[src/hw/rtl/cdm_pkg.sv]
// Shared widths, codes and types of the callback deadline monitor.
package cdm_pkg;

    localparam int ADDR_W   = 4;
    localparam int DATA_W   = 32;
    localparam int TICK_W   = 48;
    localparam int SUM_W    = 64;
    localparam int CNT_W    = 32;
    localparam int FREQ_W   = 32;
    localparam int RATE_W   = 20;
    localparam int FRAMES_W = 16;
    localparam int TAG_W    = 16;
    localparam int PROD_W   = RATE_W + FRAMES_W;
    localparam int ITER_W   = 6;

    localparam logic [RATE_W-1:0] NEAR_DIVISOR = RATE_W'(10);

    typedef enum logic [1:0] {
        REG_TICK_FREQ   = 2'd0,
        REG_SAMPLE_RATE = 2'd1,
        REG_BUF_FRAMES  = 2'd2,
        REG_CONFIG_TAG  = 2'd3
    } t_reg_idx;

    typedef enum logic [1:0] {
        CLS_ON_TIME = 2'd0,
        CLS_NEAR    = 2'd1,
        CLS_OVERRUN = 2'd2,
        CLS_NONE    = 2'd3
    } t_timing_class;

    typedef struct packed {
        logic              start;
        logic [ITER_W-1:0] iters;
    } t_div_ctl;

endpackage

[src/hw/rtl/cdm_div.sv]
// Bit-serial restoring divider shared by every division of the monitor.
module cdm_div (
    input  logic                        i_clk,
    input  logic                        i_rst_n,
    input  cdm_pkg::t_div_ctl           i_ctl,
    input  logic [cdm_pkg::TICK_W-1:0]  i_dividend,
    input  logic [cdm_pkg::RATE_W-1:0]  i_divisor,
    output logic                        o_done,
    output logic [cdm_pkg::TICK_W-1:0]  o_quotient,
    output logic [cdm_pkg::RATE_W-1:0]  o_remainder
);
    import cdm_pkg::*;

    logic                r_busy;
    logic                r_done;
    logic [ITER_W-1:0]   r_count;
    logic [TICK_W-1:0]   r_dvd;
    logic [RATE_W-1:0]   r_rem;
    logic [RATE_W-1:0]   r_dvs;

    logic [RATE_W:0]     w_rem_sh;
    logic                w_ge;
    logic [RATE_W:0]     w_rem_sub;

    // The dividend arrives left-aligned, so each step takes the top bit.
    assign w_rem_sh  = {r_rem, r_dvd[TICK_W-1]};
    assign w_ge      = w_rem_sh >= {1'b0, r_dvs};
    assign w_rem_sub = w_rem_sh - {1'b0, r_dvs};

    always_ff @(posedge i_clk) begin
        if (!i_rst_n) begin
            r_busy  <= 1'b0;
            r_done  <= 1'b0;
            r_count <= '0;
        end else begin
            r_done <= 1'b0;
            if (i_ctl.start) begin
                r_busy  <= 1'b1;
                r_count <= i_ctl.iters;
                r_dvd   <= i_dividend;
                r_rem   <= '0;
                r_dvs   <= i_divisor;
            end else if (r_busy) begin
                r_dvd   <= {r_dvd[TICK_W-2:0], w_ge};
                r_rem   <= w_ge ? w_rem_sub[RATE_W-1:0] : w_rem_sh[RATE_W-1:0];
                r_count <= r_count - ITER_W'(1);
                if (r_count == ITER_W'(1)) begin
                    r_busy <= 1'b0;
                    r_done <= 1'b1;
                end
            end
        end
    end

    assign o_done      = r_done;
    assign o_quotient  = r_dvd;
    assign o_remainder = r_rem;

endmodule

[src/hw/rtl/callback_deadline_monitor.sv]
// Top level of the callback deadline monitor: registers, sequencer and counters.
//
//  channel  | direction | handshake               | payload
//  ---------+-----------+-------------------------+------------------------------
//  input    | in        | i_in_valid / o_in_stall | i_elapsed
//  output   | out       | o_out_valid/i_out_stall | o_accepted ... o_tag_echo
//  config   | in        | psel penable pwrite     | paddr pwdata prdata pready
//
//  Each result is computed by the one-bit-per-cycle divider, which runs two passes:
//  32 steps for f/sr and 36 for the fractional part. The near-overrun test forms
//  the slack in S_GAP and compares ten times the slack with the deadline in S_CMP.
//  With a zero sample rate or frame count the sequencer goes from S_IDLE straight to
//  S_FINISH. The next item can be taken in the cycle after a result is registered,
//  even while it waits under i_out_stall; each stalled cycle delays the next result.
//  Reset is synchronous and clears the registers, counters and control state.
module callback_deadline_monitor (
    input  logic                          i_clk,
    input  logic                          i_rst_n,
    input  logic                          psel,
    input  logic                          penable,
    input  logic                          pwrite,
    input  logic [cdm_pkg::ADDR_W-1:0]    paddr,
    input  logic [cdm_pkg::DATA_W-1:0]    pwdata,
    output logic [cdm_pkg::DATA_W-1:0]    prdata,
    output logic                          pready,
    input  logic                          i_in_valid,
    output logic                          o_in_stall,
    input  logic [cdm_pkg::TICK_W-1:0]    i_elapsed,
    output logic                          o_out_valid,
    input  logic                          i_out_stall,
    output logic                          o_accepted,
    output logic [1:0]                    o_timing_class,
    output logic [cdm_pkg::CNT_W-1:0]     o_callbacks_seen,
    output logic [cdm_pkg::TICK_W-1:0]    o_frames_seen,
    output logic [cdm_pkg::SUM_W-1:0]     o_ticks_total,
    output logic [cdm_pkg::TICK_W-1:0]    o_ticks_worst,
    output logic [cdm_pkg::CNT_W-1:0]     o_overrun_total,
    output logic [cdm_pkg::CNT_W-1:0]     o_near_total,
    output logic [cdm_pkg::TICK_W-1:0]    o_deadline_ticks,
    output logic [cdm_pkg::TAG_W-1:0]     o_tag_echo
);
    import cdm_pkg::*;

    typedef enum logic [2:0] {
        S_IDLE,
        S_DIV_F,
        S_MUL,
        S_DIV_R,
        S_GAP,
        S_CMP,
        S_FINISH
    } t_state;

    t_state              r_state;

    logic [FREQ_W-1:0]   r_tick_freq;
    logic [RATE_W-1:0]   r_sample_rate;
    logic [FRAMES_W-1:0] r_buf_frames;
    logic [TAG_W-1:0]    r_config_tag;

    logic [CNT_W-1:0]    r_callbacks;
    logic [TICK_W-1:0]   r_frames;
    logic [SUM_W-1:0]    r_ticks;
    logic [TICK_W-1:0]   r_worst;
    logic [CNT_W-1:0]    r_overruns;
    logic [CNT_W-1:0]    r_nears;
    logic [TAG_W-1:0]    r_tag;

    logic [TICK_W-1:0]   r_elapsed;
    logic [TICK_W-1:0]   r_whole;
    logic [PROD_W-1:0]   r_part_prod;
    logic [TICK_W-1:0]   r_deadline;
    logic [TICK_W-1:0]   r_gap;
    logic                r_near_hit;

    logic                r_out_valid;
    logic                r_out_accepted;
    t_timing_class       r_out_class;
    logic [TICK_W-1:0]   r_out_deadline;

    t_div_ctl            r_div_ctl;
    logic [TICK_W-1:0]   r_div_a;

    logic                w_div_done;
    logic [TICK_W-1:0]   w_quot;
    logic [RATE_W-1:0]   w_rem;

    logic                w_cfg_write;
    logic                w_in_xfer;
    logic                w_out_free;
    logic                w_take;
    logic                w_has_dl;
    logic                w_over;
    logic                w_near;
    logic [TICK_W+3:0]   w_gap_x10;
    t_timing_class       w_class;

    assign w_cfg_write = psel && penable && pwrite && pready;
    assign w_in_xfer   = i_in_valid && !o_in_stall;
    assign w_out_free  = !r_out_valid || !i_out_stall;
    assign w_take      = (r_tick_freq != '0) && (r_sample_rate != '0) &&
                         (r_buf_frames != '0);
    assign w_has_dl    = w_take && (r_deadline != '0);
    assign w_over      = w_has_dl && (r_elapsed >= r_deadline);
    assign w_near      = w_has_dl && !w_over && r_near_hit;
    assign w_gap_x10   = {1'b0, r_gap, 3'b000} + {3'b000, r_gap, 1'b0};

    always_comb begin
        if (!w_has_dl) begin
            w_class = CLS_NONE;
        end else if (w_over) begin
            w_class = CLS_OVERRUN;
        end else if (w_near) begin
            w_class = CLS_NEAR;
        end else begin
            w_class = CLS_ON_TIME;
        end
    end

    always_ff @(posedge i_clk) begin
        if (!i_rst_n) begin
            r_tick_freq   <= '0;
            r_sample_rate <= '0;
            r_buf_frames  <= '0;
            r_config_tag  <= '0;
        end else if (w_cfg_write) begin
            case (t_reg_idx'(paddr[3:2]))
                REG_TICK_FREQ:   r_tick_freq   <= pwdata[FREQ_W-1:0];
                REG_SAMPLE_RATE: r_sample_rate <= pwdata[RATE_W-1:0];
                REG_BUF_FRAMES:  r_buf_frames  <= pwdata[FRAMES_W-1:0];
                REG_CONFIG_TAG:  r_config_tag  <= pwdata[TAG_W-1:0];
                default: ;
            endcase
        end
    end

    always_comb begin
        case (t_reg_idx'(paddr[3:2]))
            REG_TICK_FREQ:   prdata = DATA_W'(r_tick_freq);
            REG_SAMPLE_RATE: prdata = DATA_W'(r_sample_rate);
            REG_BUF_FRAMES:  prdata = DATA_W'(r_buf_frames);
            REG_CONFIG_TAG:  prdata = DATA_W'(r_config_tag);
            default:         prdata = '0;
        endcase
    end

    assign pready = 1'b1;

    cdm_div u_div (
        .i_clk       (i_clk),
        .i_rst_n     (i_rst_n),
        .i_ctl       (r_div_ctl),
        .i_dividend  (r_div_a),
        .i_divisor   (r_sample_rate),
        .o_done      (w_div_done),
        .o_quotient  (w_quot),
        .o_remainder (w_rem)
    );

    always_ff @(posedge i_clk) begin
        if (!i_rst_n) begin
            r_state     <= S_IDLE;
            r_div_ctl   <= '0;
            r_out_valid <= 1'b0;
            r_callbacks <= '0;
            r_frames    <= '0;
            r_ticks     <= '0;
            r_worst     <= '0;
            r_overruns  <= '0;
            r_nears     <= '0;
            r_tag       <= '0;
        end else begin
            if ((r_state == S_FINISH) && w_out_free) begin
                r_out_valid <= 1'b1;
            end else if (!i_out_stall) begin
                r_out_valid <= 1'b0;
            end
            case (r_state)
                S_IDLE: begin
                    if (w_in_xfer) begin
                        r_elapsed <= i_elapsed;
                        if ((r_sample_rate != '0) && (r_buf_frames != '0)) begin
                            r_div_a   <= {r_tick_freq, {(TICK_W - FREQ_W){1'b0}}};
                            r_div_ctl <= '{start: 1'b1, iters: ITER_W'(FREQ_W)};
                            r_state   <= S_DIV_F;
                        end else begin
                            r_deadline <= '0;
                            r_state    <= S_FINISH;
                        end
                    end
                end
                S_DIV_F: begin
                    r_div_ctl.start <= 1'b0;
                    if (w_div_done) begin
                        r_whole     <= TICK_W'(w_quot[FREQ_W-1:0]) * TICK_W'(r_buf_frames);
                        r_part_prod <= PROD_W'(w_rem) * PROD_W'(r_buf_frames);
                        r_state     <= S_MUL;
                    end
                end
                S_MUL: begin
                    r_div_a   <= {r_part_prod, {(TICK_W - PROD_W){1'b0}}};
                    r_div_ctl <= '{start: 1'b1, iters: ITER_W'(PROD_W)};
                    r_state   <= S_DIV_R;
                end
                S_DIV_R: begin
                    r_div_ctl.start <= 1'b0;
                    if (w_div_done) begin
                        r_deadline <= r_whole + w_quot;
                        r_state    <= S_GAP;
                    end
                end
                S_GAP: begin
                    r_gap   <= r_deadline - r_elapsed;
                    r_state <= S_CMP;
                end
                S_CMP: begin
                    r_near_hit <= w_gap_x10 <= {4'b0000, r_deadline};
                    r_state    <= S_FINISH;
                end
                S_FINISH: begin
                    if (w_out_free) begin
                        if (w_take) begin
                            r_callbacks <= r_callbacks + CNT_W'(1);
                            r_frames    <= r_frames + TICK_W'(r_buf_frames);
                            r_ticks     <= r_ticks + SUM_W'(r_elapsed);
                            if (r_elapsed > r_worst) begin
                                r_worst <= r_elapsed;
                            end
                            if (w_over) begin
                                r_overruns <= r_overruns + CNT_W'(1);
                            end
                            if (w_near) begin
                                r_nears <= r_nears + CNT_W'(1);
                            end
                            r_tag <= r_config_tag;
                        end
                        r_out_accepted <= w_take;
                        r_out_class    <= w_class;
                        r_out_deadline <= r_deadline;
                        r_state        <= S_IDLE;
                    end
                end
                default: r_state <= S_IDLE;
            endcase
        end
    end

    assign o_in_stall       = (r_state != S_IDLE);
    assign o_out_valid      = r_out_valid;
    assign o_accepted       = r_out_accepted;
    assign o_timing_class   = r_out_class;
    assign o_callbacks_seen = r_callbacks;
    assign o_frames_seen    = r_frames;
    assign o_ticks_total    = r_ticks;
    assign o_ticks_worst    = r_worst;
    assign o_overrun_total  = r_overruns;
    assign o_near_total     = r_nears;
    assign o_deadline_ticks = r_out_deadline;
    assign o_tag_echo       = r_tag;

endmodule

[config.mk]
export PLATFORM = sky130hd
export DESIGN_NAME = callback_deadline_monitor
export DESIGN_NICKNAME = d
export VERILOG_FILES = /design/src/hw/rtl/cdm_pkg.sv /design/src/hw/rtl/cdm_div.sv /design/src/hw/rtl/callback_deadline_monitor.sv
export SDC_FILE = /design/constraint.sdc
export NUM_CORES = 2
export LEC_CHECK = 0
export BUFFER_PORTS_ARGS = -buffer_cell sky130_fd_sc_hd__buf_4
export CORE_MARGIN = 8
export CORE_UTILIZATION = 25
export DETAILED_ROUTE_END_ITERATION = 10
export GPL_TIMING_DRIVEN = 0
export PLACE_DENSITY = 0.49
export RECOVER_POWER = 100
export SYNTH_ARGS = -nofsm -noshare
export SYNTH_HDL_FRONTEND = slang
export SYNTH_SLANG_ARGS = --single-unit
[constraint.sdc]
create_clock -name i_clk -period 14.7 [get_ports i_clk]
set_input_delay 0.735 -clock i_clk [delete_from_list [all_inputs] [get_ports i_clk]]
set_output_delay 0.735 -clock i_clk [all_outputs]
set_load 0.02 [all_outputs]
==> flow_metrics.env <==
export IMPL_cp_start_kind="flip-flop"
export IMPL_drt_wl_total_mm=270.0
export IMPL_fp_dieH_um=544.5
export IMPL_synth_distinct_cells=96
export IMPL_muxShareOfSynthArea=0.02877
export IMPL_synth_edff_count=404
export IMPL_cp_max_fo=10
export IMPL_timing_hold_ws_ns=0.2020
export IMPL_fill_cells=29860
export IMPL_timing_final_crit_share=0.6388
export IMPL_cts_buffer_depth=3
export IMPL_yosys_warnings=0
export IMPL_nNetsFinal=9458
export IMPL_tightest_slew_ns=3.736
export IMPL_gr_usage_all_layers=0.1757
export IMPL_overflow=0
export IMPL_vias_per_cell=4.792
export IMPL_root_buffer="clkbuf_16"
export IMPL_setup_viol=0
export IMPL_setup_tns_ns=0
export IMPL_vdd_ir_drop_max_mv=0.1061
export IMPL_rsz0062_at_grt="false"
export IMPL_maxCapViolCount=11
export IMPL_vias=57310
export IMPL_post_dp_hpwl_mm=220.9
export IMPL_stdcell_count=11960
export IMPL_seq_area_frac_synth=0.2801
export IMPL_wire_per_inst_um=22.57
export IMPL_drv_slew=336
export IMPL_cp_data_required_time_ns=15.08
export IMPL_yosys_area_share_adder=0.2923
export IMPL_end_kind="flip-flop"
export IMPL_synthArstFlopShare=0
export IMPL_place_congestion=0.9231
export IMPL_coreArea_mm2=0.2787
export IMPL_p_leak_nw=33.80
export IMPL_grt_pass1_vias=58030
export IMPL_layout_commonest_cell="nand2_1"
export IMPL_cts_buffers=94
export IMPL_cts_setup_buffers=0
export IMPL_cellPowerDensity_mw_per_mm2=85.41
export IMPL_cts_max_level=3
export IMPL_clk_latency_ns=0.74
export IMPL_grt_pass1_wl_mm=393.0
export IMPL_hp_class="input port to flip-flop"
export IMPL_antenna_left=0
export IMPL_synth_top_family_by_area="adder cells"
export IMPL_fmax_mhz=106.5
export IMPL_syn_area_mm2=0.06983
export IMPL_place_inst=11770
export IMPL_die_width_um=544.5
export IMPL_ios=449
export IMPL_io_buffer_count=443
export IMPL_relSlewSlack=-1.491
export IMPL_die_area_mm2=0.2965
export IMPL_setup_worst_path_class="flip-flop to flip-flop"
export IMPL_worstPathArrival_ns=9.77
export IMPL_grt_max_degree=50
export IMPL_postSynthCellCount=7588
export IMPL_cts_tree="done"
export IMPL_antenna_found_initial=28
export IMPL_fin_skew_ns=0.08142
export IMPL_synth_xor_area_share=0.04352
export IMPL_clk_pin_slew_ns=0.07
export IMPL_drt_iter0_drc=4070
export IMPL_synth_ff_type="edfxtp_1"
export IMPL_synth_simple_gate_area_share=0.1694
export IMPL_hold_violations=0
export IMPL_start_util=0.2506
export IMPL_clock_sinks=775
export IMPL_syn_nets=8906
export IMPL_first_pass_iters=6
export IMPL_status="finished, violations left"
export IMPL_drive_above_1_share=0.04208
export IMPL_avgSynthCellArea_um2=9.203
export IMPL_layout_min_cycle_time_ns=9.390
export IMPL_fp_row_count=194
export IMPL_ys_ff_latch=775
export IMPL_violations="capacitance limit, slew limit"
export IMPL_cts_hold_fix_buffers=0
export IMPL_final_cell_mix="nand2_1 (1108), inv_1 (1009), clkbuf_1 (712), fa_1 (674), ha_1 (553)"
export IMPL_synth_compound_area_share=0.1128
export IMPL_postCtsResizedCells=0
export IMPL_drc=0
export IMPL_syn_to_final_growth_pct=14.13
state kept, by name (all words and copies together), names as in the netlist, 20 cells and up:
signal,flops
o_callbacks_seen,32
o_deadline_ticks,48
o_frames_seen,48
o_near_total,32
o_overrun_total,32
o_ticks_total,64
o_ticks_worst,48
r_deadline,48
r_div_a,36
r_elapsed,48
r_gap,48
r_part_prod,36
r_sample_rate,20
r_tick_freq,32
r_whole,48
u_div.o_quotient,48
u_div.o_remainder,20
u_div.r_dvs,20
kinds of logic (layout without fill, tap and decap cells):
group	after synthesis	count (layout)
AO/OA/AOI/OAI	1237	1237
adder cells (fa/ha/maj)	1227	1227
other	1	13
flip-flops	775	775
XOR/XNOR	347	347
AND/OR/NAND/NOR	2481	2481
multiplexers	172	172
buffers and inverters	1348	1982
worst paths after layout:
kind | from | to | slack, ns | cells past startpoint
worst min register to register | o_tag_echo[1]$_SDFFE_PN0P_ | o_tag_echo[1]$_SDFFE_PN0P_ | 0.46 | 2
worst min-delay path | i_elapsed[47] | r_elapsed[47]$_DFFE_PP_ | 0.20 | 1
worst max register to register | r_buf_frames[4]$_SDFFE_PN0P_ | r_part_prod[31]$_DFFE_PP_ | 5.31 | 22
worst max-delay path | r_buf_frames[4]$_SDFFE_PN0P_ | r_part_prod[31]$_DFFE_PP_ | 5.31 | 22
per-layer routing:
layer,wire (µm),vias to the layer above,GRT usage
met5,39,-,0
met4,8523,6,0.05109
met3,16690,386,0.02806
met2,127700,1847,0.2996
met1,117000,28770,0.2298
li1,-,26300,-
power breakdown:
group          internal [mW]  switching (mW)
registers               2.46           0.246
clock network           1.37            1.05
logic                  0.608            1.07
total                   4.44            2.37
worst max-delay path, cell delays in order, from the launching register on:
cell and delay [ns]:
dfxtp_1 0.36, clkbuf_1 1.06, clkbuf_1 0.85, nand2_1 0.16, fa_1 0.52, inv_1 0.05, fa_1 0.49, fa_1 0.43
fa_1 0.54, inv_1 0.05, fa_1 0.47, inv_1 0.05, fa_1 0.47, ha_1 0.39, and3_1 0.23, a221oi_1 0.33
o21ai_0 0.12, a31o_1 0.31, a31o_2 0.33, a221oi_1 0.26, o21ai_0 0.28, o31ai_1 0.43, a21boi_0 0.84
metrics by stage:
stage	utilization	instance area, µm²	power, mW	setup WS (ns)
2_1_floorplan	-	69830	3.761	7.825
3_3_place_gp	0.2793	77820	4.430	5.213
3_5_place_dp	0.2802	78070	4.448	5.662
4_1_cts	0.2916	81260	6.882	5.641
5_1_grt	0.2860	79680	7.123	5.128
6_report	0.2860	79700	6.808	5.310
cell type report:
cell class | instances | area, µm² | area share
Buffer | 337 | 1290 | 0.01618
Tap cell | 3724 | 4659 | 0.05846
Sequential cell | 775 | 19560 | 0.2454
Inverter | 1011 | 3795 | 0.04761
Timing Repair Buffer | 456 | 2034 | 0.02553
Antenna cell | 12 | 30.03 | 0.0003768
Clock inverter | 59 | 668.1 | 0.008383
Clock buffer | 119 | 2527 | 0.03171
Multi-Input combinational cell | 5465 | 45140 | 0.5664
Yosys cell counts, types with 22 or more instances:
| cell | count | area share |
|---|---|---|
| a21oi_1 | 474 | 0.034 |
| or3_1 | 26 | 0.0023 |
| and3_1 | 77 | 0.0069 |
| nor2b_1 | 59 | 0.0053 |
| and2_1 | 367 | 0.033 |
| a211oi_1 | 47 | 0.0051 |
| xor2_1 | 138 | 0.017 |
| mux2i_1 | 86 | 0.012 |
| ha_1 | 553 | 0.099 |
| nor2_1 | 356 | 0.019 |
| o211ai_1 | 38 | 0.0041 |
| and4_1 | 22 | 0.0028 |
| nand3_1 | 135 | 0.0097 |
| o21ai_0 | 159 | 0.011 |
| nor3_1 | 57 | 0.0041 |
| inv_1 | 1009 | 0.054 |
| clkbuf_1 | 305 | 0.016 |
| o21a_1 | 57 | 0.0061 |
| fa_1 | 674 | 0.19 |
| mux2_2 | 70 | 0.011 |
| nand4_1 | 88 | 0.0079 |
| nor4_1 | 53 | 0.0047 |
| a21o_1 | 211 | 0.023 |
| xnor2_1 | 209 | 0.026 |
| a31oi_1 | 30 | 0.0027 |
| dfxtp_1 | 371 | 0.11 |
| o21bai_1 | 41 | 0.0044 |
| nand2_1 | 1108 | 0.060 |
| edfxtp_1 | 404 | 0.17 |
| nand2b_1 | 56 | 0.0050 |
(Power assumes the default switching activity.)
